`config.mk`:
```
export PLATFORM = sky130hd
export DESIGN_NAME = can_bit_timing_search
export DESIGN_NICKNAME = d
export VERILOG_FILES = /design/src/rtl/cbts_pkg.sv /design/src/rtl/cbts_div.sv /design/src/rtl/can_bit_timing_search.sv
export VERILOG_INCLUDE_DIRS = /design/src /design/src/rtl
export SDC_FILE = /design/constraint.sdc
export NUM_CORES = 1
export LEC_CHECK = 0
export ABC_AREA = 1
export BUFFER_PORTS_ARGS = -buffer_cell sky130_fd_sc_hd__buf_4
export CAP_MARGIN = 40
export CORE_MARGIN = 1
export CORE_UTILIZATION = 25
export CTS_CLUSTER_DIAMETER = 30
export DETAILED_ROUTE_END_ITERATION = 16
export GPL_TIMING_DRIVEN = 0
export PLACE_DENSITY_LB_ADDON = 0.15
export SETUP_SLACK_MARGIN = 0.3
export SLEW_MARGIN = 40
export SYNTH_ARGS = -nofsm -noshare
export SYNTH_HDL_FRONTEND = slang
export SYNTH_HIERARCHICAL = 1
export SYNTH_SLANG_ARGS = --single-unit
```
`constraint.sdc`:
```
create_clock -name clk -period 5 [get_ports clk]
set_input_delay 1 -clock clk [delete_from_list [all_inputs] [get_ports clk]]
set_output_delay 1 -clock clk [all_outputs]
set_load 0.05 [all_outputs]
```
`src/rtl/can_bit_timing_search_assert.svh`:
```
// Assertion macros shared by the bit timing search RTL.
// Both forms sample on clk and stay quiet while rst_n is low.
`ifndef CAN_BIT_TIMING_SEARCH_ASSERT_SVH
`define CAN_BIT_TIMING_SEARCH_ASSERT_SVH

// Same-cycle implication.
`define CBTS_ASSERT_IMP(lbl, ante, cons, msg) \
  lbl: assert property (@(posedge clk) disable iff (!rst_n) (ante) |-> (cons)) \
    else $error(msg);

// Next-cycle implication.
`define CBTS_ASSERT_NXT(lbl, ante, cons, msg) \
  lbl: assert property (@(posedge clk) disable iff (!rst_n) (ante) |=> (cons)) \
    else $error(msg);

`endif

```
`src/rtl/cbts_pkg.sv`:
```
package cbts_pkg;

  // Field widths of the input item
  localparam int CLK_W   = 31;
  localparam int RATE_W  = 24;
  localparam int PCT_W   = 7;
  localparam int PLIM_W  = 10;
  localparam int S1LIM_W = 9;
  localparam int S2LIM_W = 8;

  // Field widths of the result item
  localparam int PRESC_W = 10;
  localparam int SEG1_W  = 9;
  localparam int SEG2_W  = 8;

  localparam int IN_TDATA_W  = 96;
  localparam int OUT_TDATA_W = 32;

  // Search limit defaults
  localparam int DEF_MAX_PRESCALER = 512;
  localparam int DEF_MAX_SEG1      = 256;
  localparam int DEF_MAX_SEG2      = 128;

  localparam int PERCENT_SCALE = 100;

  // Divider handshake status
  typedef struct packed {
    logic busy;
    logic done;
  } div_stat_t;

  function automatic logic [31:0] lim_clamp(input logic [31:0] v, input logic [31:0] cap);
    lim_clamp = (v < cap) ? v : cap;
  endfunction

endpackage

```
`src/rtl/cbts_div.sv`:
```
`include "can_bit_timing_search_assert.svh"

// Restoring divider, one quotient bit per cycle.
module cbts_div import cbts_pkg::*; #(
  parameter int DVSR_W = RATE_W + 10
) (
  input  logic              clk,
  input  logic              rst_n,
  input  logic              start,
  input  logic [CLK_W-1:0]  dividend,
  input  logic [DVSR_W-1:0] divisor,
  output logic [CLK_W-1:0]  quotient,
  output logic [CLK_W-1:0]  remainder,
  output div_stat_t         stat
);

  localparam int CNT_W = $clog2(CLK_W + 1);
  localparam int CMP_W = (CLK_W > DVSR_W) ? CLK_W : DVSR_W;

  logic              busy_r, busy_nxt;
  logic              done_r, done_nxt;
  logic [CNT_W-1:0]  cnt_r, cnt_nxt;
  logic [CLK_W-1:0]  quo_r, quo_nxt;
  logic [CLK_W-1:0]  rem_r, rem_nxt;
  logic [DVSR_W-1:0] dvsr_r, dvsr_nxt;
  logic [CLK_W-1:0]  partial;
  logic              fits;

  // Shift the next dividend bit into the partial remainder
  assign partial = {rem_r[CLK_W-2:0], quo_r[CLK_W-1]};
  assign fits    = CMP_W'(partial) >= CMP_W'(dvsr_r);

  always_comb begin
    busy_nxt = busy_r;
    done_nxt = 1'b0;
    cnt_nxt  = cnt_r;
    quo_nxt  = quo_r;
    rem_nxt  = rem_r;
    dvsr_nxt = dvsr_r;
    if (start) begin
      busy_nxt = 1'b1;
      cnt_nxt  = CNT_W'(CLK_W);
      quo_nxt  = dividend;
      rem_nxt  = '0;
      dvsr_nxt = divisor;
    end else if (busy_r) begin
      rem_nxt = fits ? (partial - CLK_W'(dvsr_r)) : partial;
      quo_nxt = {quo_r[CLK_W-2:0], fits};
      cnt_nxt = cnt_r - CNT_W'(1);
      if (cnt_r == CNT_W'(1)) begin
        busy_nxt = 1'b0;
        done_nxt = 1'b1;
      end
    end
  end

  always_ff @(posedge clk) begin
    if (!rst_n) begin
      busy_r <= 1'b0;
      done_r <= 1'b0;
    end else begin
      busy_r <= busy_nxt;
      done_r <= done_nxt;
    end
    cnt_r  <= cnt_nxt;
    quo_r  <= quo_nxt;
    rem_r  <= rem_nxt;
    dvsr_r <= dvsr_nxt;
  end

  assign quotient    = quo_r;
  assign remainder   = rem_r;
  assign stat.busy   = busy_r;
  assign stat.done   = done_r;

  `CBTS_ASSERT_IMP(a_start_idle, start, !busy_r, "divider started while busy")
  `CBTS_ASSERT_NXT(a_done_pulse, done_r, !done_r, "divider done held over two cycles")
  `CBTS_ASSERT_NXT(a_last_step, busy_r && (cnt_r == CNT_W'(1)), done_r, "divider done missing")

endmodule

```
`src/rtl/can_bit_timing_search.sv`:
```
// Channel  Dir  Width  Contents
// in_*     in   96     one timing request (clock, rate, sample point, limits)
// out_*    out  32+1   chosen prescaler and segments, found flag in tuser
//
// One request at a time; in_tready is high only in idle, between searches.
// Each prescaler goes through multiply, divider start, serial division and
// result, step; an exact one adds a check and a divide per phase-2 candidate.
// Reset is synchronous, rst_n low. A result waits in the output register; a
// second finished search holds until that register frees, stalling in_*.
`include "can_bit_timing_search_assert.svh"

module can_bit_timing_search import cbts_pkg::*; #(
  parameter int MAX_PRESCALER = DEF_MAX_PRESCALER,
  parameter int MAX_SEG1      = DEF_MAX_SEG1,
  parameter int MAX_SEG2      = DEF_MAX_SEG2
) (
  input  logic                   clk,
  input  logic                   rst_n,
  // clock_hz[30:0], bit_rate[54:31], sample_percent[61:55],
  // prescaler_limit[71:62], seg1_limit[80:72], seg2_limit[88:81], zero pad
  input  logic [IN_TDATA_W-1:0]  in_tdata,
  input  logic                   in_tvalid,
  output logic                   in_tready,
  // prescaler[9:0], seg1[18:10], seg2[26:19], zero pad
  output logic [OUT_TDATA_W-1:0] out_tdata,
  // found[0]
  output logic                   out_tuser,
  output logic                   out_tvalid,
  input  logic                   out_tready
);

  localparam int PW     = $clog2(MAX_PRESCALER + 1);
  localparam int S1W    = $clog2(MAX_SEG1 + 1);
  localparam int S2W    = $clog2(MAX_SEG2 + 2);
  localparam int DVSR_W = RATE_W + PW;
  localparam int NUM_W  = $clog2(PERCENT_SCALE * (MAX_SEG1 + 1) + 1);

  typedef enum logic [8:0] {
    S_IDLE     = 9'b000000001,
    S_MUL      = 9'b000000010,
    S_TOT_GO   = 9'b000000100,
    S_TOT_WAIT = 9'b000001000,
    S_CAND     = 9'b000010000,
    S_SP_GO    = 9'b000100000,
    S_SP_WAIT  = 9'b001000000,
    S_NEXTP    = 9'b010000000,
    S_OUT      = 9'b100000000
  } state_t;

  state_t state_r, state_nxt;

  // Request, held for the whole search
  logic [CLK_W-1:0]  clk_hz_r, clk_hz_nxt;
  logic [RATE_W-1:0] rate_r, rate_nxt;
  logic [PCT_W-1:0]  want_r, want_nxt;
  logic [S1W-1:0]    s1lim_r, s1lim_nxt;
  logic [S2W-1:0]    s2lim_r, s2lim_nxt;

  // Search counters and working values
  logic [PW-1:0]     p_r, p_nxt;
  logic [S2W-1:0]    s2_r, s2_nxt;
  logic [DVSR_W-1:0] prod_r, prod_nxt;
  logic [CLK_W-1:0]  total_r, total_nxt;
  logic [S1W-1:0]    s1c_r, s1c_nxt;
  logic [NUM_W-1:0]  num_r, num_nxt;

  // Best candidate so far
  logic              found_r, found_nxt;
  logic [PCT_W-1:0]  err_r, err_nxt;
  logic [PW-1:0]     best_p_r, best_p_nxt;
  logic [S1W-1:0]    best_s1_r, best_s1_nxt;
  logic [S2W-1:0]    best_s2_r, best_s2_nxt;

  // Output register
  logic                   out_vld_r, out_vld_nxt;
  logic                   out_found_r, out_found_nxt;
  logic [OUT_TDATA_W-1:0] out_data_r, out_data_nxt;
  logic                   out_free;

  // Shared divider
  logic              div_start;
  logic              div_wait;
  logic [CLK_W-1:0]  div_dvd;
  logic [DVSR_W-1:0] div_dvsr;
  logic [CLK_W-1:0]  div_quo;
  logic [CLK_W-1:0]  div_rem;
  div_stat_t         div_stat;

  // Request unpack and limit clamping
  logic [PW-1:0]     in_plim;
  logic [RATE_W-1:0] in_rate;

  // Candidate arithmetic
  logic [CLK_W:0]    tot_ext;
  logic [CLK_W:0]    need;
  logic [CLK_W-1:0]  s1_w;
  logic [PCT_W-1:0]  sp;
  logic [PCT_W-1:0]  err;

  assign in_rate = in_tdata[54:31];
  assign in_plim = PW'(lim_clamp(32'(in_tdata[71:62]), 32'(MAX_PRESCALER)));

  // seg1 = total - seg2 - 1 is usable only when total >= seg2 + 2
  assign tot_ext = {1'b0, total_r};
  assign need    = (CLK_W + 1)'(s2_r) + (CLK_W + 1)'(2);
  assign s1_w    = total_r - CLK_W'(s2_r) - CLK_W'(1);

  // Sample point is below 100 here, so the low quotient bits carry it
  assign sp  = PCT_W'(div_quo);
  assign err = (sp > want_r) ? (sp - want_r) : (want_r - sp);

  // Operands only matter in the cycle that starts the divider
  assign div_start = (state_r == S_TOT_GO) || (state_r == S_SP_GO);
  assign div_wait  = (state_r == S_TOT_WAIT) || (state_r == S_SP_WAIT);
  assign div_dvd   = (state_r == S_SP_GO) ? CLK_W'(num_r) : clk_hz_r;
  assign div_dvsr  = (state_r == S_SP_GO) ? DVSR_W'(total_r) : prod_r;

  // The output register takes a new result when empty or drained this cycle
  assign out_free = !out_vld_r || out_tready;

  always_comb begin
    state_nxt     = state_r;
    clk_hz_nxt    = clk_hz_r;
    rate_nxt      = rate_r;
    want_nxt      = want_r;
    s1lim_nxt     = s1lim_r;
    s2lim_nxt     = s2lim_r;
    p_nxt         = p_r;
    s2_nxt        = s2_r;
    prod_nxt      = prod_r;
    total_nxt     = total_r;
    s1c_nxt       = s1c_r;
    num_nxt       = num_r;
    found_nxt     = found_r;
    err_nxt       = err_r;
    best_p_nxt    = best_p_r;
    best_s1_nxt   = best_s1_r;
    best_s2_nxt   = best_s2_r;
    out_vld_nxt   = out_vld_r && !out_tready;
    out_found_nxt = out_found_r;
    out_data_nxt  = out_data_r;

    case (state_r)
      S_IDLE: begin
        if (in_tvalid) begin
          // Take the request and clear the best candidate
          clk_hz_nxt  = in_tdata[30:0];
          rate_nxt    = in_rate;
          want_nxt    = in_tdata[61:55];
          s1lim_nxt   = S1W'(lim_clamp(32'(in_tdata[80:72]), 32'(MAX_SEG1)));
          s2lim_nxt   = S2W'(lim_clamp(32'(in_tdata[88:81]), 32'(MAX_SEG2)));
          p_nxt       = in_plim;
          found_nxt   = 1'b0;
          err_nxt     = '0;
          best_p_nxt  = '0;
          best_s1_nxt = '0;
          best_s2_nxt = '0;
          if ((in_rate == '0) || (in_plim == '0)) begin
            state_nxt = S_OUT;
          end else begin
            state_nxt = S_MUL;
          end
        end
      end
      S_MUL: begin
        prod_nxt  = DVSR_W'(rate_r * p_r);
        state_nxt = S_TOT_GO;
      end
      S_TOT_GO: begin
        state_nxt = S_TOT_WAIT;
      end
      S_TOT_WAIT: begin
        if (div_stat.done) begin
          // Use only prescalers that divide the clock exactly
          if (div_rem == '0) begin
            total_nxt = div_quo;
            s2_nxt    = S2W'(1);
            state_nxt = S_CAND;
          end else begin
            state_nxt = S_NEXTP;
          end
        end
      end
      S_CAND: begin
        // Past the seg2 limit, or when every larger seg2 also leaves seg1 below one: drop the prescaler
        if ((s2_r > s2lim_r) || (tot_ext < need)) begin
          state_nxt = S_NEXTP;
        end else if (s1_w > CLK_W'(s1lim_r)) begin
          s2_nxt = s2_r + S2W'(1);
        end else begin
          s1c_nxt   = S1W'(s1_w);
          num_nxt   = NUM_W'(32'(PERCENT_SCALE) * (32'(s1_w[S1W-1:0]) + 32'd1));
          state_nxt = S_SP_GO;
        end
      end
      S_SP_GO: begin
        state_nxt = S_SP_WAIT;
      end
      S_SP_WAIT: begin
        if (div_stat.done) begin
          // Ties go to the later candidate
          if (!found_r || (err <= err_r)) begin
            found_nxt   = 1'b1;
            err_nxt     = err;
            best_p_nxt  = p_r;
            best_s1_nxt = s1c_r;
            best_s2_nxt = s2_r;
          end
          s2_nxt    = s2_r + S2W'(1);
          state_nxt = S_CAND;
        end
      end
      S_NEXTP: begin
        if (p_r == PW'(1)) begin
          state_nxt = S_OUT;
        end else begin
          p_nxt     = p_r - PW'(1);
          state_nxt = S_MUL;
        end
      end
      S_OUT: begin
        // Hold the finished search until the output register frees
        if (out_free) begin
          out_vld_nxt   = 1'b1;
          out_found_nxt = found_r;
          // Best fields stay zero when nothing was found
          out_data_nxt  = {
            {(OUT_TDATA_W - PRESC_W - SEG1_W - SEG2_W){1'b0}},
            SEG2_W'(best_s2_r),
            SEG1_W'(best_s1_r),
            PRESC_W'(best_p_r)
          };
          state_nxt     = S_IDLE;
        end
      end
      default: begin
        state_nxt = S_IDLE;
      end
    endcase
  end

  always_ff @(posedge clk) begin
    if (!rst_n) begin
      state_r   <= S_IDLE;
      out_vld_r <= 1'b0;
    end else begin
      state_r   <= state_nxt;
      out_vld_r <= out_vld_nxt;
    end
    clk_hz_r    <= clk_hz_nxt;
    rate_r      <= rate_nxt;
    want_r      <= want_nxt;
    s1lim_r     <= s1lim_nxt;
    s2lim_r     <= s2lim_nxt;
    p_r         <= p_nxt;
    s2_r        <= s2_nxt;
    prod_r      <= prod_nxt;
    total_r     <= total_nxt;
    s1c_r       <= s1c_nxt;
    num_r       <= num_nxt;
    found_r     <= found_nxt;
    err_r       <= err_nxt;
    best_p_r    <= best_p_nxt;
    best_s1_r   <= best_s1_nxt;
    best_s2_r   <= best_s2_nxt;
    out_found_r <= out_found_nxt;
    out_data_r  <= out_data_nxt;
  end

  cbts_div #(
    .DVSR_W (DVSR_W)
  ) u_div (
    .clk       (clk),
    .rst_n     (rst_n),
    .start     (div_start),
    .dividend  (div_dvd),
    .divisor   (div_dvsr),
    .quotient  (div_quo),
    .remainder (div_rem),
    .stat      (div_stat)
  );

  assign in_tready  = (state_r == S_IDLE);
  assign out_tvalid = out_vld_r;
  assign out_tuser  = out_found_r;
  assign out_tdata  = out_data_r;

  `CBTS_ASSERT_NXT(a_out_hold, out_tvalid && !out_tready, out_tvalid, "stalled result dropped")
  `CBTS_ASSERT_IMP(a_nf_zero, out_tvalid && !out_tuser, out_tdata == '0, "not found with data")
  `CBTS_ASSERT_IMP(a_done_wait, div_stat.done, div_wait, "divider result unclaimed")
  `CBTS_ASSERT_IMP(a_go_idle, div_start, !div_stat.busy, "divider restarted while busy")
  `CBTS_ASSERT_IMP(a_p_live, state_r == S_MUL, p_r != '0, "zero prescaler searched")

endmodule

```
==> key figures <==
Synthesis
  – Synthesized area per cell: 8.386 µm²
  – Synthesized area: 0.02796 mm²
  – Synth Instances: 3,334
  – Yosys warns: 6

Critical path
  – Critical-path maximum fanout: 8
  – CP endpoint kind: register
  – Worst path arrival time: 5.57 ns
  – R2R cell count: 20
  – RR Startpoint: p_r[7]$_DFFE_PP_
  – CP Launch Type: register
  – Timing startpoint of the critical path: p_r[7]$_DFFE_PP_
  – Crit Path Class: reg2reg
  – Req. time, crit path: 5.41 ns

Clocking
  – CTS tree: done
  – CTS max path bufs: 3
  – Clk sinks: 360
  – H-Tree Depth: 3
  – Num CTS Buffers: 104
  – Root buffer cell: clkbuf_16
  – CTS clk-pin slew, worst paths: 0.04 ns
  – Worst-skew pair later-pin latency: 0.66 ns

Hold path
  – Worst hold stages: 0
  – Min-Delay Path Class: reg2reg
  – Hold Startpoint: best_s1_r[1]$_SDFFCE_PN0P_

Timing
  – Max-slew violation count: 0
  – Final period util: 1.033
  – Post-layout min period: 5.165 ns
  – Fmax: 193.6 MHz
  – Final hold viol count: 0
  – Layout Skew: 0.02590 ns
  – Worst-margin pin slew: 0.7849 ns
  – Worst relative slew slack: 0.4748
  – Worst setup margin: -0.1648 ns
  – Fin Hold WS: 0.3948 ns
  – RSZ-0062 raised after global routing: true
  – Number of setup violations in the final report: 11

Route
  – Via density: 4.205
  – Total wire length: 86.95 mm
  – Via count: 22,150
  – Post-DRT Antenna Nets: 0
  – DR iter-0 viols: 1,081
  – Wire per inst: 16.51 µm
  – DRC: 0
  – TritonRoute pass-1 iters: 5

GRT
  – Largest net degree at the start of global routing: 44
  – Remaining global-route overflow: 0
  – First-pass GRT wire length: 133.3 mm
  – All-Layer GR Usage: 0.1553
  – Number of global-route vias before repair: 22,930
  – Initial antenna violation count: 1

Layout
  – Fin nets: 4,167
  – Share of cells above drive strength 1: 0.2148
  – Fillers: 11,770
  – Area added between synthesis and finish: 33.56%
  – Diode count: 0

Placed design
  – Pre-CTS setup slack: -0.5979 ns
  – RD Place Congestion: 0.8988
  – Port buffer count: 120
  – Detailed Place HPWL: 67.54 mm

Status
  – Outcome: finished with violations
  – Failing checks: setup timing

Die
  – Die extent in x: 336.4 µm
  – Initial Util: 0.2523
  – Die height: 336.4 µm
  – Num rows: 122
  – Die ar.: 0.1132 mm²
  – Top Ports: 135
  – CORE AREA: 0.1108 mm²

Run
  – Max Cap Viol: 0
[path summary, 6_finish.rpt]
| check | end | slack, ns |
|---|---|---|
| setup / recovery | prod_r[31]$_DFFE_PP_ | -0.16 |
| hold / removal | out_tdata[11]$_DFFE_PP_ | 0.39 |
| setup reg to reg | prod_r[31]$_DFFE_PP_ | -0.16 |
| hold reg to reg | out_tdata[11]$_DFFE_PP_ | 0.39 |
[layout by cell type, fill, tap and decap left out, types with 65 or more instances in the layout]
master	instances
nor2_1	223
nand2_1	892
o21ai_0	65
edfxtp_1	312
inv_1	664
buf_4	230
nand3_1	93
nand2_2	77
ha_1	154
a21oi_1	70
fa_1	164
clkbuf_16	119
[stage by stage]
step / std cells / util / cell area (µm²) / TNS (ns)
CTS: 5208 / 0.3269 / 36230 / -1.007
global placement: 4946 / 0.2828 / 31340 / -74.10
global route: 5268 / 0.3370 / 37340 / -3.654
detailed placement: 4959 / 0.2850 / 31590 / -17.81
floorplan: 3338 / - / 28570 / 0
finish: 5268 / 0.3370 / 37340 / -1.050
[worst max-delay path: stages (launching register included)]
cell and delay [ns]:
edfxtp_1 0.38, buf_8 0.17, clkbuf_16 0.17, nand2_4 0.07, inv_2 0.04, fa_1 0.58
fa_1 0.46, fa_2 0.56, fa_1 0.45, fa_2 0.62, ha_4 0.23, a21oi_2 0.13
inv_2 0.07, a21oi_4 0.18, o221ai_4 0.13, nand2_2 0.10, nand3_4 0.08, a21o_1 0.20
nand2_1 0.08, nand2_2 0.06, xor2_2 0.14
[flip-flops by register name, indices dropped and copies added, names as in the netlist, 13 cells and up]
signal,cells
total_r,31
rate_r,24
u_div/remainder,31
u_div/quotient,31
u_div/dvsr_r,34
clk_hz_r,31
num_r,13
out_tdata,27
prod_r,34
[metal layers]
metal | track usage | vias to the layer above | part of all wire
met1 | 0.2045 | 10500 | 0.46
met3 | 0.02554 | 154 | 0.040
li1 | - | 11090 | -
met4 | 0.05532 | 0 | 0.035
met5 | 0 | - | 0
met2 | 0.2561 | 407 | 0.46
[final cells by class]
cell class | count | area (µm²) | area share
multi-input cells | 2162 | 15750 | 0.4217
clock buffers | 121 | 2738 | 0.07331
well taps | 1488 | 1862 | 0.04985
clock inverters | 70 | 864.6 | 0.02315
plain buffers | 103 | 1032 | 0.02764
flip-flops and latches | 360 | 10330 | 0.2766
inverters | 713 | 2691 | 0.07207
repair buffers | 251 | 2078 | 0.05565
[repair_timing]
action                                  CTS  global route
endpoints found under the setup margin   69            57
endpoints found under the hold margin     0             0
setup buffers                            57            59
cloned                                    1             1
pin swaps                                61            98
gates resized for setup                 126           165
hold buffers                              0             0
Power is not shown: default switching activity piles up to over one toggle a cycle in this logic, so the estimate is an artifact.
